$ cat config.mk
export PLATFORM = sky130hd
export DESIGN_NAME = scfp_front
export DESIGN_NICKNAME = d
export VERILOG_FILES = /design/src/design/scfp_pkg.sv /design/src/design/scfp_front.sv
export SDC_FILE = /design/constraint.sdc
export NUM_CORES = 2
export LEC_CHECK = 0
export BUFFER_PORTS_ARGS = -buffer_cell sky130_fd_sc_hd__buf_2
export CORE_MARGIN = 2
export CORE_UTILIZATION = 48
export CTS_CLUSTER_DIAMETER = 120
export DETAILED_ROUTE_END_ITERATION = 8
export PLACE_DENSITY = 0.77
export SLEW_MARGIN = 20
export SYNTH_ARGS = -nofsm -noshare
export SYNTH_HDL_FRONTEND = slang
export SYNTH_SLANG_ARGS = --single-unit
$ cat constraint.sdc
create_clock -name clk -period 21.2 [get_ports clk]
set_input_delay 4.24 -clock clk [delete_from_list [all_inputs] [get_ports clk]]
set_output_delay 4.24 -clock clk [all_outputs]
set_load 0.05 [all_outputs]
$ cat src/design/scfp_pkg.sv
package scfp_pkg;

  localparam int CLASS_COUNT = 9;
  localparam int CLASS1_MULT = 3;
  // Widest slot number over the whole parameter range (three times 65536 slots)
  localparam int SLOT_MAX_W  = 18;
  localparam int XW          = 32;

  // Request types
  localparam logic [1:0] REQ_ALLOC   = 2'd0;
  localparam logic [1:0] REQ_FREE    = 2'd1;
  localparam logic [1:0] REQ_REALLOC = 2'd2;

  // Result actions
  localparam logic [2:0] ACT_GRANTED   = 3'd0;
  localparam logic [2:0] ACT_SYSTEM    = 3'd1;
  localparam logic [2:0] ACT_KEPT      = 3'd2;
  localparam logic [2:0] ACT_MOVE      = 3'd3;
  localparam logic [2:0] ACT_RELEASED  = 3'd4;
  localparam logic [2:0] ACT_EXHAUSTED = 3'd5;
  localparam logic [2:0] ACT_UNDERFLOW = 3'd6;

  // Command kinds passed from front to back
  localparam logic [1:0] CK_SYS     = 2'd0;
  localparam logic [1:0] CK_ALLOC   = 2'd1;
  localparam logic [1:0] CK_FREE    = 2'd2;
  localparam logic [1:0] CK_REALLOC = 2'd3;

  // Config register indexes
  localparam logic [1:0] CFG_ENABLE = 2'd0;
  localparam logic [1:0] CFG_BYPASS = 2'd1;
  localparam logic [1:0] CFG_BASE   = 2'd2;

  typedef struct packed {
    logic [1:0]  req_type;
    logic [31:0] request_size;
    logic [63:0] block_address;
    logic        caller_eligible;
  } in_t;

  typedef struct packed {
    logic [2:0]  action;
    logic [63:0] granted_address;
    logic [3:0]  class_index;
    logic [9:0]  slot_index;
    logic [10:0] copy_bytes;
  } out_t;

  typedef struct packed {
    logic [1:0]            kind;
    logic [3:0]            cls;
    logic [SLOT_MAX_W-1:0] slot;
    logic                  fits;
    logic [63:0]           addr;
  } cmd_t;

  localparam logic [10:0] CLS_BYTES [CLASS_COUNT] =
    '{11'd40, 11'd48, 11'd128, 11'd256, 11'd296, 11'd1024, 11'd1168, 11'd56, 11'd784};

  // Class size = odd factor << shift
  localparam logic [3:0] CLS_SHIFT [CLASS_COUNT] =
    '{4'd3, 4'd4, 4'd7, 4'd8, 4'd3, 4'd10, 4'd4, 4'd3, 4'd4};
  localparam logic [6:0] CLS_ODD [CLASS_COUNT] =
    '{7'd5, 7'd3, 7'd1, 7'd1, 7'd37, 7'd1, 7'd73, 7'd7, 7'd49};
  // floor(2^32 / odd factor)
  localparam logic [32:0] CLS_RECIP [CLASS_COUNT] =
    '{33'd858993459, 33'd1431655765, 33'd4294967296, 33'd4294967296, 33'd116080197,
      33'd4294967296, 33'd58835168, 33'd613566756, 33'd87652393};

  function automatic int unsigned cls_len(input int k, input int unsigned s);
    if (k == 1) return CLASS1_MULT * s;
    if (k >= 7) return 1;
    return s;
  endfunction

  function automatic longint unsigned region_bytes(input int k, input int unsigned s);
    return longint'(cls_len(k, s)) * longint'(CLS_BYTES[k]);
  endfunction

  // Byte offset of a class region from the pool base
  function automatic longint unsigned region_off(input int k, input int unsigned s);
    longint unsigned acc;
    acc = 0;
    for (int i = 0; i < CLASS_COUNT; i++) begin
      if (i < k) acc += region_bytes(i, s);
    end
    return acc;
  endfunction

  // First ring entry of a class
  function automatic int unsigned ring_start(input int k, input int unsigned s);
    int unsigned acc;
    acc = 0;
    for (int i = 0; i < CLASS_COUNT; i++) begin
      if (i < k) acc += cls_len(i, s);
    end
    return acc;
  endfunction

endpackage

$ cat src/design/scfp_front.sv
module scfp_front #(
  parameter int SLOTS_PER_CLASS = 256
) (
  input  logic                clk,
  input  logic                rst,
  input  logic                in_valid,
  output logic                in_ready,
  input  scfp_pkg::in_t       in_data,
  input  logic                pool_enable,
  input  logic                pool_bypass,
  input  logic [63:0]         pool_base,
  output logic                cmd_valid,
  input  logic                cmd_ready,
  output scfp_pkg::cmd_t      cmd
);

  localparam logic [1:0] F_IDLE = 2'd0;
  localparam logic [1:0] F_DIV  = 2'd1;
  localparam logic [1:0] F_FIX  = 2'd2;

  logic [1:0]            state;
  scfp_pkg::cmd_t        cmd_r;
  scfp_pkg::cmd_t        cmd_new;
  logic [scfp_pkg::XW-1:0] x;
  logic [scfp_pkg::XW-1:0] x_new;
  logic [scfp_pkg::XW-1:0] q0;
  logic                  need_div;

  logic [63:0] off_a [scfp_pkg::CLASS_COUNT];
  logic [scfp_pkg::CLASS_COUNT-1:0] hit;
  logic        found;
  logic        matched;
  logic [3:0]  sel;
  logic [3:0]  msel;
  logic [63:0] sel_off;
  logic [64:0] prod;
  logic [scfp_pkg::XW-1:0] rem;
  logic [scfp_pkg::XW-1:0] q;

  // Classify the incoming request
  always_comb begin
    found   = 1'b0;
    matched = 1'b0;
    sel     = '0;
    msel    = '0;
    sel_off = '0;
    for (int k = 0; k < scfp_pkg::CLASS_COUNT; k++) begin
      off_a[k] = in_data.block_address - pool_base - scfp_pkg::region_off(k, SLOTS_PER_CLASS);
      hit[k]   = off_a[k] < scfp_pkg::region_bytes(k, SLOTS_PER_CLASS);
    end
    for (int k = 0; k < scfp_pkg::CLASS_COUNT; k++) begin
      if (hit[k] && !found) begin
        found   = 1'b1;
        sel     = 4'(k);
        sel_off = off_a[k];
      end
      if (in_data.request_size == {21'd0, scfp_pkg::CLS_BYTES[k]} && !matched) begin
        matched = 1'b1;
        msel    = 4'(k);
      end
    end
    x_new = sel_off[scfp_pkg::XW-1:0] >> scfp_pkg::CLS_SHIFT[sel];

    cmd_new      = '0;
    cmd_new.kind = scfp_pkg::CK_SYS;
    cmd_new.addr = in_data.block_address;
    unique case (in_data.req_type)
      scfp_pkg::REQ_ALLOC: begin
        if (pool_enable && !pool_bypass && in_data.caller_eligible && matched) begin
          cmd_new.kind = scfp_pkg::CK_ALLOC;
          cmd_new.cls  = msel;
        end
      end
      scfp_pkg::REQ_FREE, scfp_pkg::REQ_REALLOC: begin
        if (found) begin
          cmd_new.kind = (in_data.req_type == scfp_pkg::REQ_FREE) ?
                         scfp_pkg::CK_FREE : scfp_pkg::CK_REALLOC;
          cmd_new.cls  = sel;
          cmd_new.fits = in_data.request_size <= {21'd0, scfp_pkg::CLS_BYTES[sel]};
        end
      end
      default: cmd_new.kind = scfp_pkg::CK_SYS;
    endcase
  end

  // Divide the scaled offset by the odd factor: reciprocal estimate, then one correction
  assign prod = 65'(x) * 65'(scfp_pkg::CLS_RECIP[cmd_r.cls]);
  assign rem  = x - q0 * scfp_pkg::XW'(scfp_pkg::CLS_ODD[cmd_r.cls]);
  assign q    = (rem >= scfp_pkg::XW'(scfp_pkg::CLS_ODD[cmd_r.cls])) ? q0 + 1'b1 : q0;

  assign in_ready  = (state == F_IDLE);
  assign cmd_valid = (state == F_FIX);
  always_comb begin
    cmd      = cmd_r;
    cmd.slot = need_div ? q[scfp_pkg::SLOT_MAX_W-1:0] : '0;
  end

  always_ff @(posedge clk) begin
    if (rst) begin
      state <= F_IDLE;
    end else begin
      unique case (state)
        F_IDLE: begin
          if (in_valid) begin
            cmd_r    <= cmd_new;
            x        <= x_new;
            need_div <= (cmd_new.kind == scfp_pkg::CK_FREE) ||
                        (cmd_new.kind == scfp_pkg::CK_REALLOC);
            state    <= ((cmd_new.kind == scfp_pkg::CK_FREE) ||
                         (cmd_new.kind == scfp_pkg::CK_REALLOC)) ? F_DIV : F_FIX;
          end
        end
        F_DIV: begin
          q0    <= prod[63:32];
          state <= F_FIX;
        end
        F_FIX: begin
          if (cmd_ready) state <= F_IDLE;
        end
        default: state <= F_IDLE;
      endcase
    end
  end

endmodule

==> After elaboration in Yosys (flattened, before gate mapping) <==
Memory sizes are Yosys's and may differ from the RTL's.
Index checks and enable logic that the tools add are counted.
{ "op_classes": {"reduce_logical": 44, "magnitude_cmp": 13, "n_eq_ne": 17, "n_bitwise": 3, "mux": 62, "n_addsub": 11, "n_shift": 1, "multipliers": 2} }
{ "ops": {"columns": ["op", "n"], "rows": [
  ["$mux 32", 9],
  ["$lt 64x16->1 const B", 2],
  ["$lt 64x17->1 const B", 2],
  ["$lt 64x19->1 const B", 2],
  ["$sub 64x18->64 const B", 2],
  ["$sub 64x20->64 const B", 2],
  ["$eq 32x6->1 const B", 3],
  ["$mux 33", 2],
  ["$eq 32x11->1 const B", 2],
  ["$eq 32x9->1 const B", 2],
  ["$lt 64x10->1 const B", 1],
  ["$lt 64x14->1 const B", 1],
  ["$lt 64x6->1 const B", 1],
  ["$mul 32x33->64", 1],
  ["$sub 64x14->64 const B", 1],
  ["$sub 64x16->64 const B", 1],
  ["$sub 64x17->64 const B", 1],
  ["$sub 64x19->64 const B", 1],
  ["$sub 64x64->64", 1],
  ["$mux 4", 15],
  ["$mux 18", 2],
  ["$eq 32x10->1 const B", 1],
  ["$eq 32x8->1 const B", 1],
  ["$ge 32x7->1", 1],
  ["other kinds (28)", 96]
]} }
{ "word_totals": {"input_bits": 169, "out_inout_bits": 91, "word_cells": 165, "regBits": 138, "romBits": 880, "mem_count": 4} }
{ "mem_list": {"columns": ["name", "depth", "width", "rd", "rd_clocked_by_memory_dff", "write_ports", "line_no", "rtl"], "rows": [
  ["(name not given)", 16, 33, 1, 0, 0, "scfp_front.sv:87", "assign prod = 65'(x) * 65'(scfp_pkg::CLS_RECIP[cmd_r.cls]);"],
  ["(name not given)", 16, 11, 1, 0, 0, "scfp_front.sv:79", "cmd_new.fits = in_data.request_size <= {21'd0, scfp_pkg::CLS_BYTES[sel]};"],
  ["(name not given)", 16, 7, 1, 0, 0, "scfp_front.sv:89", "assign q = (rem >= scfp_pkg::XW'(scfp_pkg::CLS_ODD[cmd_r.cls])) ? q0 + 1'b1 : q0;"],
  ["(name not given)", 16, 4, 1, 0, 0, "scfp_front.sv:62", "x_new = sel_off[scfp_pkg::XW-1:0] >> scfp_pkg::CLS_SHIFT[sel];"]
]} }

==> Longest topological paths before layout <==
{ "logic_depth": {"ltp_word": 34, "mapped_depth": 45, "depth_no_buf": 44} }

==> Worst setup path after synthesis <==
OpenSTA, ideal clock, no wires.
{ "synth_timing": {"kind": "in2reg", "from": "input rst", "to": "register cmd_r (netlist bit cmd[0]) (enable)", "arrival_ns": 15.107, "stages": 1, "n_path_buf": 0, "setup_slack_ns": 5.227, "required_ns": 20.334, "setup_time_ns": 0.866, "cell_sequence": "nor4b_1"} }
{ "synth_between": {"elab_chain_cells": 2} }
{ "synth_lines": {"columns": ["item", "line_no", "rtl"], "rows": [
  ["start: declaration", "scfp_front.sv:5", "input logic rst,"],
  ["$not 1->1 (no line)", null, null],
  ["$reduce_and 3->1 (no line)", null, null],
  ["end signal: assignment", "scfp_front.sv:105", "cmd_r <= cmd_new;"],
  ["end: declaration", "scfp_front.sv:22", "scfp_pkg::cmd_t cmd_r;"]
]} }
Every way passes these cells.
A chain may end at the register's enable or synchronous reset.

==> Worst setup path after layout <==
{ "layout_timing": {"from": "input in_data[1] (netlist name)", "to": "register cmd_r (netlist bit cmd[64]) (data pin)"} }
{ "layout_between": {"elab_chain_cells": 32, "word_cells_on_any_way": 57, "cone_classes": "9 x add/sub; 10 x order compare; 19 x mux; 1 x bitwise; 17 x reduce/logical; 1 x memory"} }
{ "layout_lines": {"columns": ["item", "line_no", "rtl"], "rows": [
  ["start: declaration", "scfp_front.sv:8", "input scfp_pkg::in_t in_data,"],
  ["$sub 64x64->64 *", "scfp_front.sv:48", "off_a[k] = in_data.block_address - pool_base - scfp_pkg::region_off(k, SLOTS_PER_CLASS);"],
  ["branches (longest 31 deep; another with $sub 64x14->64)", null, null]
]} }
Mark *: on every way between the ends. The select of a mux whose other input is x is not followed.

==> flow_metrics.env <==
export IMPL_status="completed"
export IMPL_synth_seq_area_share_pct=7.34
export IMPL_via_per_inst=6.11
export IMPL_setup_tns_ns=0
export IMPL_crit_slowest_cell="a2111oi_0"
export IMPL_path_depth=37
export IMPL_worstPathArrival_ns=14.95
export IMPL_powerDensity_nw_per_um2=94.1
export IMPL_nNetsFinal=8357
export IMPL_fmax_ghz=0.0685
export IMPL_holdPathStages=2
export IMPL_synth_area_um2=56200
export IMPL_crit_path_start_kind="primary input"
export IMPL_path_delay_family="compound AO/OA/AOI/OAI gates"
export IMPL_rows=125
export IMPL_p_clk_share_pct=5.7
export IMPL_r2r_cells=41
export IMPL_whs_ns=0.629
export IMPL_postSynth_asyncResetShare_pct=0
export IMPL_gp_congestion=1.04
export IMPL_cts_hold_buf=0
export IMPL_maxSlewHeadroom_pct=17.2
export IMPL_finalClockSkew_ns=0.0350
export IMPL_clockBufferDepth=2
export IMPL_overflow=0
export IMPL_cts_resized=0
export IMPL_worstSetupEndpointType="flop"
export IMPL_finalSetupViolations=0
export IMPL_post_route_period_util_pct=68.9
export IMPL_numCtsBuffers=17
export IMPL_dr_first_iter_drc_count=4984
export IMPL_drtPass1Iterations=8
export IMPL_clk_insertion_delay_late_ns=0.55
export IMPL_wl_per_cell_um=27.7
export IMPL_clk_root_buffer_cell="clkbuf_16"
export IMPL_cpPeakStageDelay_ns=0.95
export IMPL_syn_instance_count=6582
export IMPL_core_um2=116000
export IMPL_cts_max_level=4
export IMPL_path_buf_inv=3
export IMPL_maxCapViolations=0
export IMPL_port_buffers=259
export IMPL_grt_antenna_before_repair=7
export IMPL_postCtsSetupBuffers=0
export IMPL_grt_use_total_pct=38.6
export IMPL_ys_types=129
export IMPL_grt_max_degree=55
export IMPL_place_hpwl_um=186000
export IMPL_p_sw_share_pct=55.2
export IMPL_drive_gt1_share_pct=9.04
export IMPL_p_int_w=0.00254
export IMPL_rsz0062_at_grt="false"
export IMPL_fp_dieArea_um2=120000
export IMPL_final_common_cell="inv_1"
export IMPL_start_util_pct=48.4
export IMPL_first_global_vias=53125
export IMPL_critPathRequiredTime_ns=21.54
export IMPL_io_pin_count=260
export IMPL_cts_tree="built"
export IMPL_clkTransAtPathRegs_ns=0.06
export IMPL_via_count=50513
export IMPL_power_frac_seq_pct=8.3
export IMPL_synth_warnings=0
export IMPL_synth_seq_cells=138
export IMPL_synth_main_ff_cell="edfxtp_1"
export IMPL_postRouteAntennaNets=0
export IMPL_final_cell_mix="inv_1 (1254), fa_1 (1023), nand2_1 (848)"
export IMPL_hold_viol=0
export IMPL_drv_slew=0
export IMPL_p_sw_w=0.00313
export IMPL_grt_pass1_wl_um=340000
export IMPL_critPathMaxFanout=19
export IMPL_comb_power_share_pct=86.0
export IMPL_min_path_type="flop to flop"
export IMPL_tightest_slew_ns=1.23
export IMPL_p_leak_nw=28.7
export IMPL_avgSynthCellArea_um2=8.54
export IMPL_drc=0
export IMPL_period_needed_ns=14.61
export IMPL_die_y_um=346
export IMPL_cts_num_sinks=138
export IMPL_crit_type="primary input to flop"
export IMPL_die_w_um=346
export IMPL_wl_um=229000
export IMPL_ir_drop_mv=0.218
export IMPL_syn2layout_area_growth_pct=7.13
export IMPL_synth_edf_count=136
[routing by layer]
metal | up-vias | track usage, % | routed length [um]
met5 | - | 0 | 27
met1 | 24947 | 43.6 | 78100
met4 | 4 | 29.8 | 21400
met2 | 3069 | 62.7 | 106000
li1 | 21575 | - | -
met3 | 918 | 9.71 | 23000
[through the flow]
step / worst slack (ns) / instances / power, W / area, um2 / utilization [%]
after floorplan: 5.23 / 6596 / 0.00374 / 56200 / -
after global placement: 6.54 / 8229 / 0.00509 / 59600 / 51.3
after detailed placement: 6.51 / 8229 / 0.00518 / 59600 / 51.3
after CTS: 6.63 / 8261 / 0.00556 / 60200 / 51.8
after global routing: 6.06 / 8262 / 0.00616 / 60200 / 51.8
final: 6.59 / 8266 / 0.00566 / 60200 / 51.8
[final cells by class]
cell class	count	area [um2]
sequential	138	4120
timing repair buffer	404	2380
clock buffer	18	429
fill	10808	56000
tap	1524	1910
clock inverter	14	146
antenna	4	10.0
multi-input combinational	4902	46500
inverter	1262	4740
[path summary, 6_finish.rpt]
kind | endpoint | from | slack (ns)
hold reg to reg | state[1]$_SDFFE_PP0P_ | state[1]$_SDFFE_PP0P_ | 0.63
setup reg to reg | q0[28]$_DFFE_PP_ | cmd[86]$_SDFFCE_PN0P_ | 7.33
hold / removal | state[1]$_SDFFE_PP0P_ | state[1]$_SDFFE_PP0P_ | 0.63
setup / recovery | cmd[64]$_SDFFCE_PN0P_ | in_data[1] | 6.59
[synth_stat cells, types with 44 or more instances]
| cell type | n | area share (%) |
|---|---|---|
| fa_1 | 1023 | 36 |
| or3_1 | 59 | 0.66 |
| a21oi_1 | 202 | 1.8 |
| o21ai_0 | 146 | 1.3 |
| clkbuf_1 | 240 | 1.6 |
| nand4_1 | 89 | 0.99 |
| a21o_1 | 55 | 0.73 |
| xor2_1 | 50 | 0.78 |
| edfxtp_1 | 136 | 7.3 |
| and2_1 | 333 | 3.7 |
| nand3_1 | 131 | 1.2 |
| nor2_1 | 313 | 2.1 |
| xnor2_1 | 183 | 2.9 |
| nor4_1 | 67 | 0.75 |
| nand2_1 | 851 | 5.7 |
| nor3_1 | 143 | 1.3 |
| inv_1 | 1254 | 8.4 |
| o21a_1 | 44 | 0.59 |
| ha_1 | 440 | 9.8 |
[power groups by stage]
| stage | Sequential, W | Clock (W) | Combinational, W |
|---|---|---|---|
| after floorplan | 0.000498 | 0 | 0.00324 |
| after global placement | 0.000475 | 0 | 0.00461 |
| after detailed placement | 0.000475 | 0 | 0.00470 |
| after CTS | 0.000469 | 0.000331 | 0.00476 |
| after global routing | 0.000469 | 0.000336 | 0.00536 |
| final | 0.000469 | 0.000324 | 0.00487 |
[cells by family (layout without fill, tap and decap cells)]
family / after synthesis / count (layout) / synth area share, %
simple gates: 2247 / 2247 / 19.9
buf+inv: 1556 / 1698 / 10.5
other cells: 1 / 19 / 0.00667
flops: 138 / 138 / 7.34
xor+xnor: 233 / 233 / 3.63
mux: 69 / 69 / 1.39
fa+ha+maj: 1463 / 1463 / 46.2
compound gates: 875 / 875 / 11.0
[flip-flops by register name, indices dropped and copies added (netlist names)]
signal    flops
cmd          71
q0           32
x            32
state         2
need_div      1
[worst reg2reg max path, delay by kind of cell (launching register included)]
kind	cells	cell delay (ns)
flip-flops	1	0.32
AND/OR/NAND/NOR	5	0.81
adder cells (fa/ha/maj)	9	4.67
XOR/XNOR	1	0.14
buffers and inverters	10	2.49
AO/OA/AOI/OAI	16	5.20
(Power assumes the default switching activity.)
