## src/design/scfp_pkg.sv

```systemverilog
package scfp_pkg;

  localparam int CLASS_COUNT = 9;
  localparam int CLASS1_MULT = 3;
  // Widest slot number over the whole parameter range (three times 65536 slots)
  localparam int SLOT_MAX_W  = 18;
  localparam int XW          = 32;

  // Request types
  localparam logic [1:0] REQ_ALLOC   = 2'd0;
  localparam logic [1:0] REQ_FREE    = 2'd1;
  localparam logic [1:0] REQ_REALLOC = 2'd2;

  // Result actions
  localparam logic [2:0] ACT_GRANTED   = 3'd0;
  localparam logic [2:0] ACT_SYSTEM    = 3'd1;
  localparam logic [2:0] ACT_KEPT      = 3'd2;
  localparam logic [2:0] ACT_MOVE      = 3'd3;
  localparam logic [2:0] ACT_RELEASED  = 3'd4;
  localparam logic [2:0] ACT_EXHAUSTED = 3'd5;
  localparam logic [2:0] ACT_UNDERFLOW = 3'd6;

  // Command kinds passed from front to back
  localparam logic [1:0] CK_SYS     = 2'd0;
  localparam logic [1:0] CK_ALLOC   = 2'd1;
  localparam logic [1:0] CK_FREE    = 2'd2;
  localparam logic [1:0] CK_REALLOC = 2'd3;

  // Config register indexes
  localparam logic [1:0] CFG_ENABLE = 2'd0;
  localparam logic [1:0] CFG_BYPASS = 2'd1;
  localparam logic [1:0] CFG_BASE   = 2'd2;

  typedef struct packed {
    logic [1:0]  req_type;
    logic [31:0] request_size;
    logic [63:0] block_address;
    logic        caller_eligible;
  } in_t;

  typedef struct packed {
    logic [2:0]  action;
    logic [63:0] granted_address;
    logic [3:0]  class_index;
    logic [9:0]  slot_index;
    logic [10:0] copy_bytes;
  } out_t;

  typedef struct packed {
    logic [1:0]            kind;
    logic [3:0]            cls;
    logic [SLOT_MAX_W-1:0] slot;
    logic                  fits;
    logic [63:0]           addr;
  } cmd_t;

  localparam logic [10:0] CLS_BYTES [CLASS_COUNT] =
    '{11'd40, 11'd48, 11'd128, 11'd256, 11'd296, 11'd1024, 11'd1168, 11'd56, 11'd784};

  // Class size = odd factor << shift
  localparam logic [3:0] CLS_SHIFT [CLASS_COUNT] =
    '{4'd3, 4'd4, 4'd7, 4'd8, 4'd3, 4'd10, 4'd4, 4'd3, 4'd4};
  localparam logic [6:0] CLS_ODD [CLASS_COUNT] =
    '{7'd5, 7'd3, 7'd1, 7'd1, 7'd37, 7'd1, 7'd73, 7'd7, 7'd49};
  // floor(2^32 / odd factor)
  localparam logic [32:0] CLS_RECIP [CLASS_COUNT] =
    '{33'd858993459, 33'd1431655765, 33'd4294967296, 33'd4294967296, 33'd116080197,
      33'd4294967296, 33'd58835168, 33'd613566756, 33'd87652393};

  function automatic int unsigned cls_len(input int k, input int unsigned s);
    if (k == 1) return CLASS1_MULT * s;
    if (k >= 7) return 1;
    return s;
  endfunction

  function automatic longint unsigned region_bytes(input int k, input int unsigned s);
    return longint'(cls_len(k, s)) * longint'(CLS_BYTES[k]);
  endfunction

  // Byte offset of a class region from the pool base
  function automatic longint unsigned region_off(input int k, input int unsigned s);
    longint unsigned acc;
    acc = 0;
    for (int i = 0; i < CLASS_COUNT; i++) begin
      if (i < k) acc += region_bytes(i, s);
    end
    return acc;
  endfunction

  // First ring entry of a class
  function automatic int unsigned ring_start(input int k, input int unsigned s);
    int unsigned acc;
    acc = 0;
    for (int i = 0; i < CLASS_COUNT; i++) begin
      if (i < k) acc += cls_len(i, s);
    end
    return acc;
  endfunction

endpackage

```

## src/design/scfp_fifo.sv

```systemverilog
module scfp_fifo (
  input  logic           clk,
  input  logic           rst,
  input  logic           wr_valid,
  output logic           wr_ready,
  input  scfp_pkg::cmd_t wr_data,
  output logic           rd_valid,
  input  logic           rd_ready,
  output scfp_pkg::cmd_t rd_data
);

  scfp_pkg::cmd_t entry [2];
  logic           wptr;
  logic           rptr;
  logic [1:0]     count;
  logic           push;
  logic           pop;

  assign wr_ready = (count != 2'd2);
  assign rd_valid = (count != 2'd0);
  assign rd_data  = entry[rptr];
  assign push     = wr_valid && wr_ready;
  assign pop      = rd_valid && rd_ready;

  // Store on push
  always_ff @(posedge clk) begin
    if (push) entry[wptr] <= wr_data;
  end

  // Advance pointers and occupancy
  always_ff @(posedge clk) begin
    if (rst) begin
      wptr  <= 1'b0;
      rptr  <= 1'b0;
      count <= 2'd0;
    end else begin
      if (push) wptr <= ~wptr;
      if (pop)  rptr <= ~rptr;
      count <= count + {1'b0, push} - {1'b0, pop};
    end
  end

endmodule

```

## config.mk

```make
export PLATFORM = sky130hd
export DESIGN_NAME = scfp_fifo
export DESIGN_NICKNAME = d
export VERILOG_FILES = /design/src/design/scfp_pkg.sv /design/src/design/scfp_fifo.sv
export SDC_FILE = /design/constraint.sdc
export NUM_CORES = 1
export LEC_CHECK = 0
export BUFFER_PORTS_ARGS = -buffer_cell sky130_fd_sc_hd__clkbuf_2
export CAP_MARGIN = 20
export CORE_ASPECT_RATIO = 0.9
export CORE_MARGIN = 5
export CORE_UTILIZATION = 25
export DETAILED_ROUTE_END_ITERATION = 7
export HOLD_SLACK_MARGIN = 0.15
export PLACE_DENSITY = 0.41
export SLEW_MARGIN = 5
export SYNTH_ARGS = -nofsm -noshare
export SYNTH_HDL_FRONTEND = slang
export SYNTH_SLANG_ARGS = --single-unit
```

## constraint.sdc

```tcl
create_clock -name clk -period 7 [get_ports clk]
set_input_delay 2.1 -clock clk [delete_from_list [all_inputs] [get_ports clk]]
set_output_delay 2.1 -clock clk [all_outputs]
set_load 0.01 [all_outputs]
```

== After elaboration in Yosys (flattened, before gate mapping) ==
Memory sizes are Yosys's and may differ from the RTL's. A register that Yosys moved wholly into a read port is not among the register bits.
Index checks and enable logic that the tools add are counted.

* Register bits after elaboration: 4
* Latch bits: 0
* Memory bits (writable): 178
* ROM bits: 0
* Input bits: 93
* Output and inout port bits: 91
* Word-level logic and storage cells: 16
* Memories: 1

* Add/subtract/negate cells: 2
* $mul: 0
* Div/mod/pow operators: 0
* Order comparisons: 0
* Eq/ne operators: 1
* Shift operators: 0
* Multiplexer cells: 4
* Bitwise operators: 2
* Reductions and logical operators: 3

{| class="wikitable"
|+ Memories
! memory !! depth !! width !! read ports !! clocked after Yosys merged registers in !! wr ports !! line !! RTL
|-
| entry || 2 || 89 || 1 || 1 || 1 || scfp_fifo.sv:12 || <nowiki>scfp_pkg::cmd_t entry [2];</nowiki>
|}

{| class="wikitable"
|+ Operators by type and width
! cell !! number
|-
| two-way mux 1 bit || 4
|-
| adder 2 x 1 -> 2 bit || 1
|-
| logical AND 1 bit || 2
|-
| != test 2 bit (second input constant) || 1
|-
| NOT 1 bit || 2
|-
| nonzero test 2 bit || 1
|-
| subtractor 2 x 1 -> 2 bit || 1
|}

== Longest topological paths before layout ==
Gate-level depths: netlist of the first run.

* Depth in word-level cells: 4
* Gate-level depth with buffers: 8
* Mapped depth without buffers: 8

== Worst setup path before layout of the first run ==
OpenSTA, ideal clock, no wires.

* Path kind: input -> register
* Start point: input port wr_valid
* End point: memory entry[0][0] in the netlist's numbering, enable pin
* Arrival time: 5894 ps
* Required time: 6463 ps
* Setup slack: 569 ps
* Stages: 2
* Path buffers: 0
* Cell sequence: nand2_1 > nor2_1

* Word-level cells in the longest chain between the ends: 3

{| class="wikitable"
|+ RTL lines
! what !! line !! RTL
|-
| from (decl) || scfp_fifo.sv:4 || <nowiki>input logic wr_valid,</nowiki>
|-
| logical AND 1 bit || scfp_fifo.sv:22 || <nowiki>assign push = wr_valid && wr_ready;</nowiki>
|-
| two-way mux 1 bit || scfp_fifo.sv:27 || <nowiki>if (push) entry[wptr] <= wr_data;</nowiki>
|-
| two-way mux 1 bit (not written as such) || scfp_fifo.sv:27 ||
|-
| to (decl) || scfp_fifo.sv:12 ||
|}

No other way between the ends.

==> impl_metrics.toml, run 1 <==
[clock_tree]
postCtsSetupRepairBufs = 0
worstSkewPairLatency_ns = 0.41
cts_inserted_buffers = 17
cts-root-buf = "clkbuf_16"
clkTransAtPathRegs_ns = 0.06
clockBufferDepth = 2
cts_resized = 0
cts_tree = "yes"
postCtsHoldBufs = 0
clkSinkCount = 183
cts_max_level = 4

[logic_synthesis]
ys_seq_elements = 183
yosys.area.top_type = "edfxtp_1"
syn-num-nets = 396
ys_types = 17
synth.area.top_cells = "edfxtp_1 (80%), mux2_2 (13%), mux2_4 (2.2%)"
synth_warnings = 0
yosysSeqAreaShare_pct = 81.5
yosysTopAreaCellShare_pct = 80.0
postSynthCellCount = 301
syn_avg_cell_area_um2 = 22.2
syn-cell-area_um2 = 6680

[placement]
pre_cts_ws_ns = 2.76
routabilityCongestion = 0.684
io_buffers = 183
hpwl_um = 9200

[power]
p_per_area_nw_per_um2 = 360
power_leakage_uw = 0.00320
ir_drop_uv = 121
power_uw = 3100

[timing]
final-hold-violation-count = 0
slew_violations = 0
finalCritPeriodShare_pct = 64.9
rsz0062_at_grt = "false"
layout_min_cycle_time_ns = 4.54
tightest_slew_ns = 0.875
setup_violations = 0
maxSlewHeadroom_pct = 41.7
fin_skew_ns = 0.00776
worst_slack_ns = 2.46
tns_ns = 0
max_freq_mhz = 220

[routing]
dr_total_vias = 3392
drt-initial-drc-count = 187
wl_per_cell_um = 16.5
drtPass1Iterations = 4
routed_via_density = 3.96
ant_nets = 0
routed_wl_um = 14100
remaining_drc_errors = 0

[min_path]
min_path_type = "reg2reg"

[run]
drv_cap = 0

[worst_setup_path]
crit_family = "flip-flops"
max_stage_delay_ns = 0.89
startpoint_type = "flop"
path_class = "reg2out"
crit_slowest_cell = "dfxtp_4"
cp_data_arrival_time_ns = 2.44
endpoint_kind = "primary output"
path_buf_inv = 2
cp_max_fo = 57
crit_required_ns = 4.90
crit_chain = "buf_4 -> mux2_2 -> clkbuf_2"

[global_route]
grt_pass1_wl_um = 21100
antenna_found_initial = 0
grt_max_degree = 90
track_usage_pct = 9.29
grt_pass1_vias = 3680
grt_overflow = 0

[die]
die_area_um2 = 30100
start_util_pct = 25.5
core_um2 = 26200
die_w_um = 182
ios = 184
die_height_um = 165
placement_rows = 56

[final_layout]
nFillCells = 2593
drive_above_1_share_pct = 60.8
finalNetCount = 591
syn_to_final_growth_pct = 28.9
n_antenna_cell = 0

[status]
outcome = "complete, no violations"
report_power, final:
part	leakage [uW]	switching [uW]	internal, uW	total (uW)
logic	0.00121	345	322	666
clock network	0.000291	416	567	984
registers	0.00171	77.7	1380	1450
total	0.00320	839	2270	3100
final cells by class:
cell class              count  area [um^2]  share of cell area, %
flip-flops and latches    183         5450                   63.3
multi-input cells         107         1180                   13.7
repair buffers            186          951                   11.0
well taps                 348          435                   5.05
clock buffers              18          429                   4.98
clock inverters            13          170                   1.98
inverters                   1         3.75                 0.0436
per-stage QoR:
step	hold WS [ns]	util [%]	instance area [um^2]	instances
after floorplan	0.481	-	6680	301
after global placement	0.493	30.6	8020	825
after detailed placement	0.500	30.6	8020	825
after CTS	0.518	32.9	8610	856
after global routing	0.548	32.9	8610	856
final	0.516	32.9	8610	856
sequential cells by signal (all words and copies together), names as in the netlist, named ones only:
signal  count
count       2
rptr        1
entry     178
wptr        1
worst min-delay path, stage by stage (launching register included):
cell and delay [ns]:
dfxtp_1 0.32, xnor2_1 0.08, nor2_1 0.08
placed cells by master, fill, tap and decap left out, drive strengths merged:
master    count
or2           1
dfxtp         5
edfxtp      178
buf           3
nor2          5
ha            2
xnor2         2
mux2         90
inv           6
nand2         1
bufinv        3
and3          1
o21a          1
clkinv        4
nor2b         2
clkinvlp      1
clkbuf      201
nand2b        1
xor2          1
cell families after synthesis:
family                   synth area share, %
flip-flops                              81.5
multiplexers                            15.7
buffers and inverters                   1.09
AND/OR/NAND/NOR                        0.805
XOR/XNOR                               0.393
adder cells (fa/ha/maj)                0.374
AO/OA/AOI/OAI                          0.112
final timing paths:
check,to,slack [ns],cells after the start,from
worst max register to register,entry[1][19]$_DFFE_PP_,4.74,3,count[0]$_SDFF_PP0_
worst max-delay path,rd_data[40],2.46,3,flop
worst min register to register,flop,0.52,2,rptr$_SDFFE_PP0P_
worst min-delay path,flop,0.52,2,rptr$_SDFFE_PP0P_
layer usage:
layer / global-route usage [%] / routed length (um)
met3: 4.07 / 963
met4: 2.05 / 91
met5: 0 / 0
met1: 11.6 / 6310
met2: 15.0 / 6740
Yosys cell counts:
master and number:
edfxtp_1 178, mux2_2 80, mux2_4 10, buf_2 7
dfxtp_1 5, nor2_1 5, buf_6 3, ha_1 2
nor2b_1 2, xnor2_1 2, and3_1 1, inv_1 1
nand2_1 1, nand2b_1 1, o21a_1 1, or2_2 1
xor2_1 1
No activity file was read; power rests on OpenSTA's default activity.
==> run 2: changes to the inputs <==
--- a/config.mk
+++ b/config.mk
@@ -12,7 +12,7 @@
 export CORE_UTILIZATION = 25
 export DETAILED_ROUTE_END_ITERATION = 7
 export HOLD_SLACK_MARGIN = 0.15
-export PLACE_DENSITY = 0.41
+export PLACE_DENSITY = 0.43
 export SLEW_MARGIN = 5
 export SYNTH_ARGS = -nofsm -noshare
 export SYNTH_HDL_FRONTEND = slang
==> constraint.sdc (replaced) <==
create_clock -name clk -period 3.8 [get_ports clk]
set_input_delay 1.14 -clock clk [delete_from_list [all_inputs] [get_ports clk]]
set_output_delay 1.14 -clock clk [all_outputs]
set_load 0.01 [all_outputs]
==> run 2 against run 1 <==
  * Cell count increased by 0.47%
  * Flip-flop and latch count is the same
  * Clock skew rose by 0.0025 ns
  * Total power up 79%
  * Critical path depth stayed put
  * Clock-buffer cell count up 1
  * Setup slack got worse by 1.8 ns
  * Highest routed layer unchanged
==> impl_metrics.toml, run 2 (synthesis results as in run 1) <==
[status]
outcome = "complete, no violations"

[clock_tree]
cts_resized = 0
cts_tree = "yes"
cts-root-buf = "clkbuf_16"
clkSinkCount = 183
clkTransAtPathRegs_ns = 0.07
clockBufferDepth = 2
postCtsSetupRepairBufs = 0
worstSkewPairLatency_ns = 0.42
postCtsHoldBufs = 0
cts_max_level = 4
cts_inserted_buffers = 17

[timing]
rsz0062_at_grt = "false"
maxSlewHeadroom_pct = 51.2
fin_skew_ns = 0.0103
final-hold-violation-count = 0
tns_ns = 0
finalCritPeriodShare_pct = 83.8
layout_min_cycle_time_ns = 3.18
whs_ns = 0.546
setup_violations = 0
max_freq_mhz = 314
worst_slack_ns = 0.617
slew_violations = 0
tightest_slew_ns = 0.733

[final_layout]
final_cell_mix = "clkbuf_2 (183), edfxtp_1 (178), mux2_2 (80)"
finalNetCount = 594
top_regs = "entry (178), count (2)"
drive_above_1_share_pct = 60.9
syn_to_final_growth_pct = 28.7
largest-register = "entry"
final_util_pct = 32.8
largest_register_ffs = 178
final_common_cell = "clkbuf_2"
n_antenna_cell = 0

[placement]
pre_cts_ws_ns = 0.989
routabilityCongestion = 0.700
hpwl_um = 9590
io_buffers = 183

[power]
comb_power_share_pct = 22.8
power_uw = 5570
p_per_area_nw_per_um2 = 648
switching_share_pct = 28.1
share_seq_of_total_power_pct = 47.6
power_leakage_uw = 0.00319
p_int_uw = 4000
clkPwrFrac_pct = 29.6
ir_drop_uv = 324
p_sw_uw = 1570

[worst_setup_path]
path_buf_inv = 2
crit_family = "flip-flops"
endpoint_kind = "primary output"
crit_required_ns = 2.66
cp_max_fo = 40
startpoint_type = "flop"
cp_data_arrival_time_ns = 2.04
path_class = "reg2out"
crit_slowest_cell = "dfxtp_4"
crit_chain = "buf_4 -> mux2_2 -> clkbuf_2"
max_stage_delay_ns = 0.73

[routing]
remaining_drc_errors = 0
wl_per_cell_um = 16.3
drtPass1Iterations = 4
routed_wl_um = 14000
dr_total_vias = 3410
ant_nets = 0
routed_via_density = 3.97
drt-initial-drc-count = 194

[die]
core_um2 = 26200
die_height_um = 165
die_w_um = 182
die_area_um2 = 30100
start_util_pct = 25.5
ios = 184
placement_rows = 56

[global_route]
grt_pass1_vias = 3727
grt_max_degree = 52
track_usage_pct = 9.22
grt_overflow = 0
grt_pass1_wl_um = 21200
antenna_found_initial = 0

[min_path]
min_path_type = "reg2reg"

[run]
drv_cap = 0
==> run 2: power groups by stage <==
stage	sequential, uW	combinational, uW	clock (uW)
after floorplan	2630	839	0
after global routing	2680	1390	1820
final	2650	1270	1650
after CTS	2660	1320	1730
after detailed placement	2710	1310	0
after global placement	2690	1310	0
==> run 2: path summary, 6_finish.rpt <==
check             cells after the start  slack (ns)           startpoint                      to
hold / removal                        2        0.55    rptr$_SDFFE_PP0P_       rptr$_SDFFE_PP0P_
setup / recovery                      3        0.62                 flop              rd_data[2]
hold reg to reg                       2        0.55    rptr$_SDFFE_PP0P_       rptr$_SDFFE_PP0P_
setup reg to reg                      3        1.99  count[0]$_SDFF_PP0_  entry[1][26]$_DFFE_PP_
==> run 2: stage by stage <==
step | std cells | cell area (um^2)
2_1_floorplan | 301 | 6690
3_3_place_gp | 828 | 8050
3_5_place_dp | 828 | 8050
4_1_cts | 860 | 8600
5_1_grt | 860 | 8600
6_report | 860 | 8600
==> run 2: cell type report <==
cell class | instances | area, um^2
fillers | 2600 | 17600
repair buffers | 189 | 986
inverters | 1 | 3.75
well taps | 348 | 435
clock inverters | 13 | 115
flip-flops and latches | 183 | 5450
clock buffers | 19 | 433
multi-input cells | 107 | 1180
==> run 2: worst reg2reg max path: stages (launching register included) <==
cell	delay [ns]
dfxtp_1	0.36
nand2b_1	0.16
and3_4	0.56
buf_12	0.35
==> run 2: per-layer routing <==
| metal | up-vias | track usage, % | share of wire (%) |
|---|---|---|---|
| li1 | 1584 | - | - |
| met3 | 10 | 3.70 | 7.5 |
| met2 | 108 | 15.1 | 49 |
| met1 | 1708 | 11.3 | 42 |
| met5 | - | 0 | 0 |
| met4 | 0 | 2.86 | 1.2 |
==> run 3: changes to the inputs <==
--- a/config.mk
+++ b/config.mk
@@ -12,7 +12,7 @@
 export CORE_UTILIZATION = 25
 export DETAILED_ROUTE_END_ITERATION = 7
 export HOLD_SLACK_MARGIN = 0.15
-export PLACE_DENSITY = 0.43
+export PLACE_DENSITY = 0.41
 export SLEW_MARGIN = 5
 export SYNTH_ARGS = -nofsm -noshare
 export SYNTH_HDL_FRONTEND = slang
==> constraint.sdc (replaced) <==
create_clock -name clk -period 3.2 [get_ports clk]
set_input_delay 0.96 -clock clk [delete_from_list [all_inputs] [get_ports clk]]
set_output_delay 0.96 -clock clk [all_outputs]
set_load 0.01 [all_outputs]
==> run 3 against run 2 <==
  * Global-route usage increased by 0.088 points
  * Via count down 0.15%
  * Largest cell class unchanged
  * Highest routed layer unchanged
  * Clock-buffer cell count decreased by 2
  * Die area unchanged
  * Hold slack got worse by 0.018 ns
  * Routed wire length rose by 0.29%
  * Design area up 0.49%
  * Clock power increased by 21%
  * Critical path depth unchanged
==> impl_metrics.toml, run 3 (synthesis results as in run 1) <==
[timing]
max_freq_mhz = 359
slew_violations = 0
maxSlewHeadroom_pct = 62.5
setup_violations = 0
tns_ns = 0
layout_min_cycle_time_ns = 2.78
finalCritPeriodShare_pct = 87.0
tightest_slew_ns = 0.563
fin_skew_ns = 0.00702
rsz0062_at_grt = "false"
final-hold-violation-count = 0

[global_route]
antenna_found_initial = 0
grt_overflow = 0
grt_max_degree = 51
grt_pass1_vias = 3815
grt_pass1_wl_um = 21100
track_usage_pct = 9.31

[routing]
ant_nets = 0
drtPass1Iterations = 4
wl_per_cell_um = 16.3
routed_via_density = 3.95
remaining_drc_errors = 0
drt-initial-drc-count = 120
routed_wl_um = 14000
dr_total_vias = 3405

[final_layout]
n_antenna_cell = 0
drive_above_1_share_pct = 61.2
final_cell_mix = "clkbuf_2 (183), edfxtp_1 (178), mux2_2 (80)"
top_regs = "entry (178), count (2)"
largest-register = "entry"
final_common_cell = "clkbuf_2"
largest_register_ffs = 178
nFillCells = 2584
finalNetCount = 595
syn_to_final_growth_pct = 29.3

[clock_tree]
cts_tree = "yes"
cts-root-buf = "clkbuf_16"
cts_inserted_buffers = 17
clkTransAtPathRegs_ns = 0.07
cts_max_level = 4
postCtsHoldBufs = 0
cts_resized = 0
clockBufferDepth = 2
postCtsSetupRepairBufs = 0
worstSkewPairLatency_ns = 0.42
clkSinkCount = 183

[die]
start_util_pct = 25.5
die_w_um = 182
die_height_um = 165
die_area_um2 = 30100
placement_rows = 56
core_um2 = 26200
ios = 184

[worst_setup_path]
startpoint_type = "flop"
crit_slowest_cell = "dfxtp_4"
cp_data_arrival_time_ns = 1.82
cp_max_fo = 20
crit_family = "flip-flops"
endpoint_kind = "primary output"
path_class = "reg2out"
crit_required_ns = 2.24
path_buf_inv = 2
max_stage_delay_ns = 0.55
crit_chain = "buf_4 -> mux2_2 -> clkbuf_2"

[power]
ir_drop_uv = 365
power_uw = 6670
power_leakage_uw = 0.00322
p_per_area_nw_per_um2 = 772

[placement]
routabilityCongestion = 0.697
io_buffers = 183
hpwl_um = 9650

[min_path]
min_path_type = "reg2reg"

[run]
drv_cap = 0

[status]
outcome = "complete, no violations"
[run 3: cell types whose count changed in the layout (fill, tap and decap cells not counted), sizes merged]
| cell | before | now |
|---|---|---|
| buf | 6 | 7 |
| clkbuf | 202 | 200 |
| clkinv | 3 | 5 |
| clkinvlp | 3 | 1 |
| inv | 8 | 10 |
[run 3: tightest hold or removal path, cell delays in order, from the launching register on]
cell	delay, ns
dfxtp_1	0.33
xnor2_1	0.09
nor2_1	0.08
[run 3: final timing paths]
check                                         start                endpoint  slack (ns)  cells past startpoint
worst max-delay path                           flop             rd_data[28]        0.42                      3
worst min-delay path              rptr$_SDFFE_PP0P_       rptr$_SDFFE_PP0P_        0.53                      2
worst max register to register  count[0]$_SDFF_PP0_  entry[0][80]$_DFFE_PP_        1.49                      4
worst min register to register    rptr$_SDFFE_PP0P_       rptr$_SDFFE_PP0P_        0.53                      2
[run 3: final cells by class]
cell class / count / area [um^2] / area share, %
sequential: 183 / 5450 / 63.1
multi-input combinational: 107 / 1180 / 13.6
timing repair buffer: 190 / 1020 / 11.8
tap: 348 / 435 / 5.04
clock buffer: 17 / 425 / 4.92
clock inverter: 15 / 133 / 1.53
inverter: 1 / 3.75 / 0.0434
[run 3: metal layers]
layer | vias up | track usage, % | share of wire (%)
met2 | 114 | 15.8 | 50
met3 | 12 | 3.20 | 6.7
li1 | 1582 | - | -
met4 | 0 | 3.27 | 1.2
met1 | 1697 | 11.1 | 42
met5 | - | 0 | 0
[run 3: report_power, final]
group / switching (uW) / internal [uW]
clock: 971 / 1030
sequential: 108 / 3010
combinational: 812 / 743
total: 1890 / 4780
[run 3: per-stage QoR]
step / util [%] / instance area [um^2] / hold WS (ns) / cells / worst slack [ns]
after floorplan: - / 6690 / 0.481 / 301 / 0.389
after detailed placement: 30.8 / 8080 / 0.514 / 829 / 0.832
after global routing: 33.0 / 8640 / 0.590 / 861 / 0.305
after global placement: 30.8 / 8080 / 0.506 / 829 / 0.880
after CTS: 33.0 / 8640 / 0.531 / 861 / 0.358
final: 33.0 / 8640 / 0.528 / 861 / 0.415
